## src/sv/batch_norm_stats_normalizer_core_defines.svh

```systemverilog
// Assertion macros used by the RTL of the normaliser core.
`ifndef BATCH_NORM_STATS_NORMALIZER_CORE_DEFINES_SVH
`define BATCH_NORM_STATS_NORMALIZER_CORE_DEFINES_SVH
`ifndef SYNTH
`define BNSN_ASSERT(lbl, prop) \
  lbl: assert property (@(posedge clk_i) disable iff (!rst_ni) prop) \
    else $error("assertion failed");
`define BNSN_ASSERT_NR(lbl, prop) \
  lbl: assert property (@(posedge clk_i) prop) else $error("assertion failed");
`else
`define BNSN_ASSERT(lbl, prop)
`define BNSN_ASSERT_NR(lbl, prop)
`endif
`endif

```

## src/sv/bnsn_pkg.sv

```systemverilog
package bnsn_pkg;

  localparam int FEATURES    = 16;
  localparam int BATCH_DEPTH = 64;
  localparam int FEAT_W      = 4;
  localparam int VAL_W       = 16;
  localparam int CNT_W       = $clog2(BATCH_DEPTH + 1);
  localparam int ADDR_W      = $clog2(FEATURES * BATCH_DEPTH);
  localparam int SUM_W       = VAL_W + $clog2(BATCH_DEPTH);
  localparam int PROD_W      = 2 * VAL_W;
  localparam int DIVN_W      = 2 * VAL_W + $clog2(BATCH_DEPTH);
  localparam int DVS_W       = 16;
  localparam int RAD_W       = 2 * ((DIVN_W + 2) / 2);
  localparam int ROOT_W      = RAD_W / 2;
  localparam int EPS_W       = 16;
  localparam int EPS_RESET   = 17;
  localparam int SIG_RESET   = 4096;

  typedef enum logic [1:0] {
    KIND_LOAD  = 2'd0,
    KIND_STATS = 2'd1,
    KIND_NORM  = 2'd2,
    KIND_CLEAR = 2'd3
  } kind_e;

  localparam logic [0:0] REG_EPS = 1'b0;

  typedef struct packed {
    logic              start;
    logic [DIVN_W-1:0] dividend;
    logic [DVS_W-1:0]  divisor;
  } div_req_t;

  typedef struct packed {
    logic              busy;
    logic              done;
    logic [DIVN_W-1:0] quotient;
  } div_rsp_t;

endpackage

```

## src/sv/bnsn_sqrt.sv

```systemverilog
module bnsn_sqrt (
  input  logic                       clk_i,
  input  logic                       rst_ni,
  input  logic                       start_i,
  input  logic [bnsn_pkg::RAD_W-1:0] radicand_i,
  output logic                       done_o,
  output logic [bnsn_pkg::ROOT_W-1:0] root_o
);
  import bnsn_pkg::*;

  localparam int STEP_W = $clog2(ROOT_W + 1);
  localparam int REM_W  = ROOT_W + 2;

  logic [RAD_W-1:0]  rad_q;
  logic [REM_W-1:0]  rem_q, rem_d;
  logic [ROOT_W-1:0] root_q;
  logic [STEP_W-1:0] step_q;
  logic              busy_q, done_q;
  logic [REM_W+1:0]  rem_sh, trial;
  logic              fits;

  // Two radicand bits per cycle; the trial subtrahend is 4*root + 1.
  always_comb begin
    rem_sh = {rem_q, rad_q[RAD_W-1 -: 2]};
    trial  = (REM_W + 2)'({root_q, 2'b01});
    fits   = rem_sh >= trial;
    rem_d  = fits ? REM_W'(rem_sh - trial) : REM_W'(rem_sh);
  end

  always_ff @(posedge clk_i or negedge rst_ni) begin
    if (!rst_ni) begin
      busy_q <= 1'b0;
      done_q <= 1'b0;
      step_q <= '0;
    end else begin
      done_q <= 1'b0;
      if (start_i) begin
        busy_q <= 1'b1;
        step_q <= '0;
      end else if (busy_q) begin
        step_q <= step_q + 1'b1;
        if (step_q == STEP_W'(ROOT_W - 1)) begin
          busy_q <= 1'b0;
          done_q <= 1'b1;
        end
      end
    end
  end

  always_ff @(posedge clk_i) begin
    if (start_i) begin
      rad_q  <= radicand_i;
      rem_q  <= '0;
      root_q <= '0;
    end else if (busy_q) begin
      rad_q  <= {rad_q[RAD_W-3:0], 2'b00};
      rem_q  <= rem_d;
      root_q <= {root_q[ROOT_W-2:0], fits};
    end
  end

  assign done_o = done_q;
  assign root_o = root_q;

endmodule
```

## config.mk

```make
export PLATFORM = sky130hd
export DESIGN_NAME = bnsn_sqrt
export DESIGN_NICKNAME = d
export VERILOG_FILES = /design/src/sv/batch_norm_stats_normalizer_core_defines.svh /design/src/sv/bnsn_pkg.sv /design/src/sv/bnsn_sqrt.sv
export SDC_FILE = /design/constraint.sdc
export NUM_CORES = 1
export LEC_CHECK = 0
export ABC_AREA = 1
export BUFFER_PORTS_ARGS = -buffer_cell sky130_fd_sc_hd__buf_2
export CORE_MARGIN = 5
export CORE_UTILIZATION = 63
export DETAILED_ROUTE_END_ITERATION = 7
export PLACE_DENSITY = 0.92
export SKIP_CTS_REPAIR_TIMING = 1
export SYNTH_ARGS = -nofsm -noshare
export SYNTH_HDL_FRONTEND = slang
export SYNTH_SLANG_ARGS = --single-unit
```

## constraint.sdc

```tcl
create_clock -name clk_i -period 4 [get_ports clk_i]
set_input_delay 0.8 -clock clk_i [delete_from_list [all_inputs] [get_ports clk_i]]
set_output_delay 0.8 -clock clk_i [all_outputs]
set_load 0.02 [all_outputs]
```

==> flow_summary.toml <==
[logic_synthesis]
synth.cell_area_sq_um = 4990
ys_top_cells_by_area = "edfxtp_1, nand2_1, dfxtp_1, inv_1, ha_1"
ys_ff_latch = 89
synth-async-reset-ratio = 0.0787
synth_cell_types = 34
synthDominantCellAreaShare = 0.241
syn-instance-count = 688
syn_area_per_cell_sq_um = 7.25
ys_warn_count = 0
syn_nets = 754
synth_edf_count = 40
ys.flop_type = "dfxtp_1"
ys_top_cells_by_count = "nand2_1, inv_1, nor2_1"
ys_seq_area_frac = 0.444
yosysMostFrequentCell = "nand2_1"
synth_top_area_cell = "edfxtp_1"

[cells_and_area]
nNetsFinal = 811
drive_gt1_frac = 0.136
num_antenna_cells = 0
area_delta_synth_final_pct = 11.4
fillerInstances = 628
design_area_sq_um = 5560

[routing]
wl_per_cell_microns = 13.7
ant_nets = 0
vias_per_cell = 5.35
drtIter0Drc = 198
first_pass_iters = 6
route.detailed.drc = 0
vias = 4557
drt-total-wl_microns = 11700

[timing]
period_share = 0.637
finalHoldViolCount = 0
min_period_ps = 2550
drv_slew = 0
rsz0062_at_grt = "no"
worst_pin_slew_ps = 816
setup_ws_ps = 1450
finalSetupViolations = 0
fin_skew_ps = 12.2
finalSetupTns_ps = 0
fmax_mhz = 392
max_slew_margin = 0.456

[critical_path]
slowest_stage = "nand4_4"
cp.required_ps = 4300
cp-end-kind = "flop"
crit_arrival_ps = 2850
startpoint_type = "flop"
worstPathMaxFanout = 37
slowest_delay_ps = 440
path_cells = "inv_1 -> ha_1 -> nand2_1 -> nand2_1 -> inv_1 -> nand2_2 -> nand2_1 -> nand2_2 -> nand2_2 -> nand4_4 -> nor2_1 -> nand2_1 -> nand3_1 -> nand2_1 -> inv_1"
cp_common_cell = "nand2_1"
critical_path_class = "flop to flop"

[grt]
antenna_found_initial = 0
grt_overflow = 0
grt_pass1_vias = 4508
track_usage = 0.248
grt_pass1_wl_microns = 19700
grt_max_degree = 50

[placed_design]
dp_hpwl_microns = 8870
io_buffer_count = 63
gp_congestion = 0.936
place_area_sq_um = 5370
pre_cts_slack_ps = 1300

[cts]
clk_pin_slew_ps = 100
ctsLongestPathBuffers = 2
cts_sinks = 89
clkLatencyLatePin_ps = 360
cts-buffers-inserted = 9
cts-root-buf = "clkbuf_8"
cts_tree = "built"
htreeDepth = 3

[floorplanning]
start_util = 0.646
coreArea_sq_um = 7730
die_area_sq_um = 9800
io_pins = 64
die_h_microns = 99.0
die_w_microns = 99.0
row_count = 32

[flow_run]
max-cap-violations = 0

[pwr]
powerDensity_nw_per_um2 = 701
peakVddDrop_uv = 311
total_leakage_power_uw = 0.00293

[outcome]
status = "completed"

[min_path]
hold_class = "input port to async pin"
-- critical path: cells and delay by family (launching register included) --
kind	cells	cell delay [ps]
fa+ha+maj	1	360
buf+inv	3	210
flops	1	340
simple gates	11	1570
-- layout by cell type (no fill, tap or decap), types with 2 or more instances in the layout --
| cell | Yosys | final |
|---|---|---|
| inv_8 | 0 | 2 |
| o211ai_1 | 5 | 5 |
| xor2_1 | 3 | 3 |
| dfxtp_1 | 42 | 42 |
| nor2_1 | 50 | 50 |
| nor3_1 | 6 | 6 |
| ha_1 | 23 | 23 |
| inv_6 | 0 | 3 |
| edfxtp_1 | 40 | 40 |
| nor2_2 | 7 | 7 |
| inv_2 | 2 | 3 |
| dfrtp_1 | 7 | 7 |
| buf_2 | 3 | 63 |
| clkbuf_8 | 0 | 10 |
| o21ai_1 | 10 | 10 |
| o21ai_0 | 12 | 12 |
| a21oi_1 | 22 | 22 |
| nand4_1 | 3 | 3 |
| nand3_1 | 25 | 25 |
| buf_4 | 0 | 2 |
| o22ai_1 | 19 | 19 |
| xnor2_1 | 6 | 6 |
| nand2_1 | 284 | 284 |
| inv_1 | 86 | 85 |
| nand2_2 | 6 | 6 |
-- cell type report --
cell class	count	area, sq um	area share
repair buffers	66	350	0.0630
well taps	102	128	0.0230
clock inverters	6	56.3	0.0101
multi-input cells	490	2340	0.420
inverters	89	334	0.0601
flip-flops and latches	89	2220	0.399
clock buffers	10	138	0.0248
-- flip-flops by register name, indices dropped and copies added (netlist names) --
| name | count |
|---|---|
| rad_q | 40 |
| busy_q | 1 |
| root_o | 20 |
| done_o | 1 |
| step_q | 5 |
| rem_q | 22 |
-- kinds of logic after synthesis --
logic type                 after synthesis  synth area share
adders and majority gates               23            0.0577
buffers and inverters                  109            0.0873
DFF                                     89             0.444
AOI/OAI and AO/OA                       72            0.0815
xor gates and xnor gates                 9            0.0158
and+or+nand+nor                        386             0.313
-- layer usage --
metal / vias to the layer above / routed length [microns] / global-route usage
met2: 189 / 5640 / 0.419
met1: 2045 / 4780 / 0.310
met5: - / 0 / 0
met3: 32 / 920 / 0.0418
met4: 0 / 353 / 0.109
li1: 2291 / - / -
-- per-stage QoR --
step | util | total power (uW) | instances | hold WS (ps)
3_3_place_gp | 0.694 | 3180 | 836 | 450
6_report | 0.719 | 3900 | 852 | 249
4_1_cts | 0.719 | 3870 | 852 | 248
5_1_grt | 0.719 | 4250 | 852 | 246
2_1_floorplan | - | 2850 | 688 | 427
3_5_place_dp | 0.694 | 3250 | 836 | 450
-- where the power goes --
part           switching, uW  internal, uW  total [uW]
Combinational           1340           733        2080
Clock                    365           259         624
Sequential              99.2          1100        1200
-- worst paths after layout --
kind                           start   endpoint  slack [ps]  cells past startpoint
max                        root_o[1]  rem_q[16]        1450                     15
min                           rst_ni  step_q[2]         250                      1
max reg2reg                root_o[1]  rem_q[16]        1450                     15
min reg2reg                rem_q[20]  rem_q[20]         460                      2
max in group asynchronous     rst_ni  step_q[3]        3590                      1
min in group clk_i         rem_q[20]  rem_q[20]         460                      2
Note: power is estimated with default switching activity, not from simulation.
