### config.mk
export PLATFORM = sky130hd
export DESIGN_NAME = bnsn_div
export DESIGN_NICKNAME = d
export VERILOG_FILES = /design/src/sv/batch_norm_stats_normalizer_core_defines.svh /design/src/sv/bnsn_pkg.sv /design/src/sv/bnsn_div.sv
export SDC_FILE = /design/constraint.sdc
export NUM_CORES = 1
export LEC_CHECK = 0
export BUFFER_PORTS_ARGS = -buffer_cell sky130_fd_sc_hd__buf_2
export CORE_MARGIN = 2
export CORE_UTILIZATION = 28
export DETAILED_ROUTE_END_ITERATION = 16
export SLEW_MARGIN = 40
export SYNTH_ARGS = -nofsm -noshare
export SYNTH_HDL_FRONTEND = slang
export SYNTH_SLANG_ARGS = --single-unit
### constraint.sdc
create_clock -name clk_i -period 6.1 [get_ports clk_i]
set_clock_uncertainty 0.2 [all_clocks]
set_input_delay 0.305 -clock clk_i [delete_from_list [all_inputs] [get_ports clk_i]]
set_output_delay 0.305 -clock clk_i [all_outputs]
set_load 0.03 [all_outputs]
### src/sv/batch_norm_stats_normalizer_core_defines.svh
// Assertion macros used by the RTL of the normaliser core.
`ifndef BATCH_NORM_STATS_NORMALIZER_CORE_DEFINES_SVH
`define BATCH_NORM_STATS_NORMALIZER_CORE_DEFINES_SVH
`ifndef SYNTH
`define BNSN_ASSERT(lbl, prop) \
  lbl: assert property (@(posedge clk_i) disable iff (!rst_ni) prop) \
    else $error("assertion failed");
`define BNSN_ASSERT_NR(lbl, prop) \
  lbl: assert property (@(posedge clk_i) prop) else $error("assertion failed");
`else
`define BNSN_ASSERT(lbl, prop)
`define BNSN_ASSERT_NR(lbl, prop)
`endif
`endif

### src/sv/bnsn_pkg.sv
package bnsn_pkg;

  localparam int FEATURES    = 16;
  localparam int BATCH_DEPTH = 64;
  localparam int FEAT_W      = 4;
  localparam int VAL_W       = 16;
  localparam int CNT_W       = $clog2(BATCH_DEPTH + 1);
  localparam int ADDR_W      = $clog2(FEATURES * BATCH_DEPTH);
  localparam int SUM_W       = VAL_W + $clog2(BATCH_DEPTH);
  localparam int PROD_W      = 2 * VAL_W;
  localparam int DIVN_W      = 2 * VAL_W + $clog2(BATCH_DEPTH);
  localparam int DVS_W       = 16;
  localparam int RAD_W       = 2 * ((DIVN_W + 2) / 2);
  localparam int ROOT_W      = RAD_W / 2;
  localparam int EPS_W       = 16;
  localparam int EPS_RESET   = 17;
  localparam int SIG_RESET   = 4096;

  typedef enum logic [1:0] {
    KIND_LOAD  = 2'd0,
    KIND_STATS = 2'd1,
    KIND_NORM  = 2'd2,
    KIND_CLEAR = 2'd3
  } kind_e;

  localparam logic [0:0] REG_EPS = 1'b0;

  typedef struct packed {
    logic              start;
    logic [DIVN_W-1:0] dividend;
    logic [DVS_W-1:0]  divisor;
  } div_req_t;

  typedef struct packed {
    logic              busy;
    logic              done;
    logic [DIVN_W-1:0] quotient;
  } div_rsp_t;

endpackage

### src/sv/bnsn_div.sv
module bnsn_div (
  input  logic               clk_i,
  input  logic               rst_ni,
  input  bnsn_pkg::div_req_t req_i,
  output bnsn_pkg::div_rsp_t rsp_o
);
  import bnsn_pkg::*;

  localparam int STEP_W = $clog2(DIVN_W + 1);

  logic [DIVN_W-1:0] quo_q, quo_d;
  logic [DVS_W-1:0]  rem_q, rem_d, dvs_q;
  logic [STEP_W-1:0] step_q;
  logic              busy_q, done_q;
  logic [DVS_W:0]    rem_sh;
  logic              fits;

  // Restoring division: one quotient bit per cycle, most significant first.
  always_comb begin
    rem_sh = {rem_q, quo_q[DIVN_W-1]};
    fits   = rem_sh >= {1'b0, dvs_q};
    rem_d  = fits ? DVS_W'(rem_sh - {1'b0, dvs_q}) : DVS_W'(rem_sh);
    quo_d  = {quo_q[DIVN_W-2:0], fits};
  end

  always_ff @(posedge clk_i or negedge rst_ni) begin
    if (!rst_ni) begin
      busy_q <= 1'b0;
      done_q <= 1'b0;
      step_q <= '0;
    end else begin
      done_q <= 1'b0;
      if (req_i.start) begin
        busy_q <= 1'b1;
        step_q <= '0;
      end else if (busy_q) begin
        step_q <= step_q + 1'b1;
        if (step_q == STEP_W'(DIVN_W - 1)) begin
          busy_q <= 1'b0;
          done_q <= 1'b1;
        end
      end
    end
  end

  always_ff @(posedge clk_i) begin
    if (req_i.start) begin
      quo_q <= req_i.dividend;
      dvs_q <= req_i.divisor;
      rem_q <= '0;
    end else if (busy_q) begin
      quo_q <= quo_d;
      rem_q <= rem_d;
    end
  end

  assign rsp_o.busy     = busy_q;
  assign rsp_o.done     = done_q;
  assign rsp_o.quotient = quo_q;

endmodule

==> PnR_summary.wiki, run 1 <==
{| class="wikitable"
! Metric !! Value
|-
| Tightest slew margin relative to the limit || 55.7%
|-
| Inserted Clock Buffers || 9
|-
| Kind of end point of the critical path || flip-flop
|-
| Critical path arrival || 2.82 ns
|-
| Initial antenna violation count || 0
|-
| Cell type with the largest total area after synthesis || edfxtp_1
|-
| Fraction of registers with async set/reset || 10.3%
|-
| Sequential share of the synthesized area || 51.7%
|-
| Share of layout cells above drive strength 1 || 34.4%
|-
| Pin count of the biggest net entering global routing || 75
|-
| Post-CTS Setup Inserts || 0
|-
| Startpoint type of the worst setup path || flip-flop
|-
| Max frequency || 0.340 GHz
|-
| First-pass GRT wire length || 16600 um
|-
| Number of detailed-routing iterations run before antenna repair || 4
|-
| Startpoint of the most critical register-to-register path || dvs_q[1]
|-
| GRT Resource Usage Total || 12.7%
|-
| Area growth, synth to finish || 28.1%
|-
| Cell with the largest stage delay on the worst path || o211ai_2
|-
| Later-pin clock latency in the skew report || 0.33 ns
|-
| Flip-flop cell with the highest count after synthesis || edfxtp_1
|-
| Wirelength per Cell || 14.8 um
|-
| Overall via count from detail_route || 3204
|-
| RR Endpoint || quo_q[0]
|-
| Number of rows in the core area || 44
|-
| Crit path cell chain || inv_1, ha_1, nor2b_1, o31ai_1, a21boi_2, o211ai_2, nand2_1, mux2_2
|-
| Final worst path period need || 2.94 ns
|-
| Max VDD drop || 0.220 mV
|-
| Number of global-route vias before repair || 3323
|-
| Placement-stage cell area || 4790 um^2
|-
| Root Buffer Master || clkbuf_16
|-
| Deepest level of the CTS H-tree || 3
|-
| Setup slack, reg-to-reg || 3.16 ns
|-
| Post-layout instance area || 5310 um^2
|-
| Longest Clk Path Bufs || 2
|-
| Final setup violation count || 0
|-
| Starting DRC count in detailed routing || 298
|-
| Sink of the worst hold path || quo_q[27]
|-
| Total number of yosys warnings || 0
|-
| Number of flops mapped to enable cells by yosys || 54
|-
| CP Data Required Time || 5.97 ns
|-
| Most common library cell in the layout ignoring fill and taps || buf_2
|-
| Chip width || 126 um
|-
| LEAKAGE || 2.27 nW
|-
| Clock sink count || 78
|-
| Post-Synthesis Mean Instance Area || 11.7 um^2
|-
| Top-level I/O count || 97
|-
| Measured slew at the worst slew-check pin || 0.662 ns
|-
| CTS tree || built
|-
| Average via count per standard cell || 4.89
|-
| Area of the mapped netlist || 4140 um^2
|-
| Commonest cells after routing, fill and taps aside || buf_2, edfxtp_1, mux2_2
|-
| # Max-Cap Violations || 0
|-
| Floorplan core area || 14500 um^2
|-
| Path depth of the worst reg2reg path || 8
|-
| Origin of the worst min-delay path || req_i[43]
|-
| Biggest cell delay along the critical path || 0.58 ns
|-
| Initial standard-cell utilization of the core || 28.6%
|-
| Floorplan die area || 15800 um^2
|-
| Status || complete, no violations
|-
| Largest fanout on the critical path || 14
|-
| Routability congestion estimate from global placement || 0.844
|-
| Unrepaired setup endpoints after global routing || false
|-
| Post-Route Utilization || 36.7%
|-
| Distinct cell type count of the synthesized netlist || 61
|-
| Total Wirelength || 9670 um
|-
| Tot Pwr || 0.00197 W
|-
| Worst hold slack across all endpoints || 0.0801 ns
|-
| Number of nets in the finished design || 542
|-
| Cell count of the worst hold path || 2
|-
| Detailed placer's ending HPWL || 6980 um
|-
| Cells taking the most area after synthesis || edfxtp_1, mux2_2, dfxtp_1
|-
| Vertical extent of the die || 126 um
|-
| Class of the most critical setup path || reg2reg
|-
| Total inserted antenna cells || 0
|-
| Number of storage elements in the synthesis netlist || 78
|-
| Crit share post-route || 48.3%
|-
| Sum of negative setup slack || 0 ns
|-
| Number of I/O port buffers || 96
|-
| GR Overflow Total || 0
|-
| Pins over their slew limit || 0
|-
| DRC Markers || 0
|-
| P per Cell Area || 371 nW/um^2
|-
| Number of hold violations in the final report || 0
|-
| Worst hold-check path type || in2reg
|-
| Clock transition time at the flip-flop clock pins of the worst setup and hold paths || 0.06 ns
|-
| Post-synthesis net count || 430
|-
| Number of cells produced by synthesis || 354
|-
| Share of Yosys cell area claimed by the top area cell type || 39.1%
|-
| Residual antenna-violating net count after detailed routing || 0
|}
==> flip-flops by register name, indices dropped and copies added, names as in the netlist <==
| name | flops |
|---|---|
| dvs_q | 16 |
| quo_q | 38 |
| busy_q | 1 |
| rem_q | 16 |
| done_q | 1 |
| step_q | 6 |
==> cell families (layout without fill, tap and decap cells) <==
kind of cell	Yosys count	in the layout	share of synthesized area, %
buf+inv	38	155	4.11
flops	78	78	51.7
compound gates	82	82	14.5
xor+xnor	16	16	3.38
simple gates	82	82	9.84
mux	39	39	10.6
fa+ha+maj	19	19	5.92
==> routing by layer <==
layer	wire (um)	vias up	track usage, %
met5	0	-	0
met4	179	0	5.29
met3	550	8	3.31
met2	4570	110	19.8
met1	4370	1527	16.7
li1	-	1559	-
==> worst max-delay path, delay by kind of cell (launching register included) <==
family | cells | cell delay, ns
compound gates | 3 | 1.10
fa+ha+maj | 1 | 0.23
buf+inv | 1 | 0.08
flops | 1 | 0.42
mux | 1 | 0.30
simple gates | 2 | 0.36
==> cell type report <==
type / count / area, um^2
fillers: 1433 / 9170
flip-flops and latches: 78 / 2140
multi-input cells: 238 / 1830
repair buffers: 116 / 677
clock buffers: 12 / 246
well taps: 184 / 230
clock inverters: 4 / 95.1
inverters: 23 / 86.3
==> power by group <==
group	switching, W	leakage, nW	internal (W)
combinational	0.000389	1.31	0.000260
sequential	0.0000553	0.795	0.000655
clock	0.000202	0.167	0.000411
total	0.000646	2.27	0.00133
==> through the flow <==
stage	setup WS, ns	instances
2_1_floorplan	3.60	354
3_3_place_gp	3.29	622
3_5_place_dp	3.17	622
4_1_cts	3.16	655
5_1_grt	2.98	655
6_report	3.16	655
==> Yosys cell counts (2+ instances only) <==
library cell / n
dfxtp_1: 16
and3_1: 2
a211o_1: 2
a211oi_1: 7
or3_1: 2
a21oi_1: 12
o211ai_1: 4
and2_1: 2
a31oi_1: 3
a21oi_4: 2
o21bai_1: 2
a311oi_1: 6
mux2_2: 39
o31ai_1: 2
clkbuf_1: 5
o21ai_0: 15
buf_1: 4
ha_1: 18
o21ai_1: 7
xor2_1: 9
nand2_1: 16
o21a_1: 2
nand4_1: 8
buf_4: 3
a21o_1: 3
nand2b_1: 3
xnor2_1: 7
buf_6: 2
inv_1: 22
nor3_1: 2
nor2_1: 31
nand3_1: 5
dfrtp_1: 8
o41ai_1: 3
edfxtp_1: 54
==> worst max path at each step <==
stage / end / slack (ns) / start / cells past startpoint
2_1_floorplan: rem_q[10] / 3.60 / quo_q[37] / 9
3_3_place_gp: quo_q[0] / 3.29 / dvs_q[1] / 8
3_5_place_dp: quo_q[0] / 3.17 / dvs_q[1] / 8
4_1_cts: quo_q[0] / 3.16 / dvs_q[1] / 8
5_1_grt: quo_q[0] / 2.98 / dvs_q[1] / 8
6_report: quo_q[0] / 3.16 / dvs_q[1] / 8
==> what timing repair did <==
action / 4_1_cts / 5_1_grt
hold buffers: 17 / 0
hold endpoints to repair: 24 / 0
resized for setup: 0 / 0
No activity file was read; power rests on OpenSTA's default activity.
==> inputs of run 2 (changes only) <==
==> constraint.sdc (replaced) <==
create_clock -name clk_i -period 2.55 [get_ports clk_i]
set_clock_uncertainty 0.2 [all_clocks]
set_input_delay 0.1275 -clock clk_i [delete_from_list [all_inputs] [get_ports clk_i]]
set_output_delay 0.1275 -clock clk_i [all_outputs]
set_load 0.03 [all_outputs]
==> run 2 against run 1 <==
  * Final area increased by 12%
  * First-iteration DRC count decreased by 43%
  * Final cell count increased by 9.3%
  * Via count increased by 8.6%
  * Critical path type unchanged
  * Critical endpoint is now rem_q[6]
  * Largest power group is now combinational cells
==> PnR_summary.wiki, run 2 (synthesis results as in run 1) <==
{| class="wikitable"
! Metric !! Value
|-
| Detailed placer's ending HPWL || 7410 um
|-
| Routability congestion estimate from global placement || 0.975
|-
| Final worst slack || 0.118 ns
|-
| Floorplan core area || 14500 um^2
|-
| Status || complete, no violations
|-
| Crit share post-route || 95.4%
|-
| Register with the highest flop count || quo_q
|-
| Biggest cell delay along the critical path || 0.40 ns
|-
| Root Buffer Master || clkbuf_16
|-
| Pin count of the biggest net entering global routing || 54
|-
| Tightest slew margin relative to the limit || 50.5%
|-
| Critical path arrival || 2.45 ns
|-
| P per Cell Area || 809 nW/um^2
|-
| Post-Route Utilization || 40.9%
|-
| Longest Clk Path Bufs || 2
|-
| Average via count per standard cell || 4.86
|-
| Share of layout cells above drive strength 1 || 36.5%
|-
| Cell with the largest stage delay on the worst path || or4_1
|-
| Pins over their slew limit || 0
|-
| Number of rows in the core area || 44
|-
| Number of detailed-routing iterations run before antenna repair || 4
|-
| Clock sink count || 78
|-
| Number of global-route vias before repair || 3580
|-
| Measured slew at the worst slew-check pin || 0.740 ns
|-
| Commonest cells after routing, fill and taps aside || buf_2, dlygate4sd3_1, edfxtp_1
|-
| CTS tree || built
|-
| Max VDD drop || 0.429 mV
|-
| Later-pin clock latency in the skew report || 0.33 ns
|-
| Residual antenna-violating net count after detailed routing || 0
|-
| CP Data Required Time || 2.57 ns
|-
| Kind of end point of the critical path || flip-flop
|-
| LEAKAGE || 2.51 nW
|-
| Startpoint type of the worst setup path || flip-flop
|-
| Clock transition time at the flip-flop clock pins of the worst setup and hold paths || 0.06 ns
|-
| Vertical extent of the die || 126 um
|-
| Total Wirelength || 10700 um
|-
| Final worst path period need || 2.43 ns
|-
| Max frequency || 0.411 GHz
|-
| Origin of the worst min-delay path || req_i[13]
|-
| Wirelength per Cell || 14.9 um
|-
| Top-level I/O count || 97
|-
| Final setup violation count || 0
|-
| Floorplan die area || 15800 um^2
|-
| First-pass GRT wire length || 17600 um
|-
| Inserted Clock Buffers || 9
|-
| Number of I/O port buffers || 96
|-
| Deepest level of the CTS H-tree || 3
|-
| GRT Resource Usage Total || 13.7%
|-
| Overall via count from detail_route || 3480
|-
| Initial standard-cell utilization of the core || 28.6%
|-
| Minimum setup slack after placement || 0.0173 ns
|-
| Starting DRC count in detailed routing || 170
|-
| Number of standard cells in the final layout excluding fillers || 716
|-
| Placed cell count || 638
|-
| Number of flip-flops in the largest register || 38
|-
| Number of hold violations in the final report || 0
|-
| Class of the most critical setup path || reg2reg
|-
| Crit path cell chain || inv_1, ha_1, nor2b_1, o31ai_2, a21boi_2, o211a_4, or4_1, o311a_1
|-
| Largest fanout on the critical path || 10
|-
| Initial antenna violation count || 0
|-
| Number of nets in the finished design || 603
|-
| GR Overflow Total || 0
|-
| Total inserted antenna cells || 0
|-
| Tot Pwr || 0.00479 W
|-
| Regs by FF count || quo_q (38), dvs_q (16), rem_q (16)
|-
| # Max-Cap Violations || 0
|-
| Launching element of the worst setup path || dvs_q[1]
|-
| Worst hold-check path type || in2reg
|-
| Startpoint of the most critical register-to-register path || dvs_q[1]
|-
| Most common library cell in the layout ignoring fill and taps || buf_2
|-
| DRC Markers || 0
|-
| Area growth, synth to finish || 43.0%
|-
| Worst Path Buf+Inv || 1
|-
| Chip width || 126 um
|-
| Cell family contributing the most delay on the critical path || compound AO/OA/AOI/OAI gates
|-
| Setup slack, reg-to-reg || 0.12 ns
|}
==> run 2: worst register-to-register path, delay by kind of cell (launching register included) <==
kind / cells / cell delay (ns)
DFF: 1 / 0.38
adders and majority gates: 1 / 0.23
buffers and inverters: 1 / 0.07
AOI/OAI and AO/OA: 4 / 0.86
and+or+nand+nor: 2 / 0.56
==> run 2: where the power goes <==
group          internal [W]  total [W]  switching (W)
combinational      0.000820    0.00185        0.00103
clock              0.000751    0.00123       0.000483
sequential          0.00157    0.00171       0.000147
total               0.00314    0.00479        0.00166
==> run 2: final timing paths <==
path / to / cells past startpoint
max: rem_q[6] / 8
min: dvs_q[13] / 2
max reg2reg: rem_q[6] / 8
min reg2reg: rem_q[2] / 2
max in group asynchronous: step_q[4] / 3
min in group asynchronous: busy_q / 3
==> run 2: routing by layer <==
layer / up-vias / wire, um / global-route usage (%)
li1: 1679 / - / -
met1: 1652 / 4460 / 16.8
met2: 114 / 5190 / 22.7
met3: 35 / 569 / 3.02
met4: 0 / 452 / 6.99
met5: - / 0 / 0
==> run 2: what timing repair did <==
item                                    CTS  global route
endpoints found under the setup margin    0            13
endpoints found under the hold margin    63             0
buffers inserted                          0             5
resized for setup                         0            17
hold buffers                             57             0
==> run 2: area by class of cell <==
type                       count  area, um^2
multi-input combinational    238        1920
timing repair buffer         177        1260
tap                          184         230
sequential                    78        2140
inverter                      23        86.3
clock buffer                  11         233
fill                        1342        8550
clock inverter                 5        51.3
==> run 2: per-stage QoR <==
| step | hold WS [ns] | cell area [um^2] | setup TNS [ns] |
|---|---|---|---|
| after floorplan | -0.368 | 4140 | 0 |
| after global placement | -0.227 | 4940 | 0 |
| after detailed placement | -0.218 | 4940 | 0 |
| after CTS | 0.304 | 5790 | 0 |
| after global routing | 0.318 | 5920 | -0.0268 |
| final | 0.307 | 5920 | 0 |
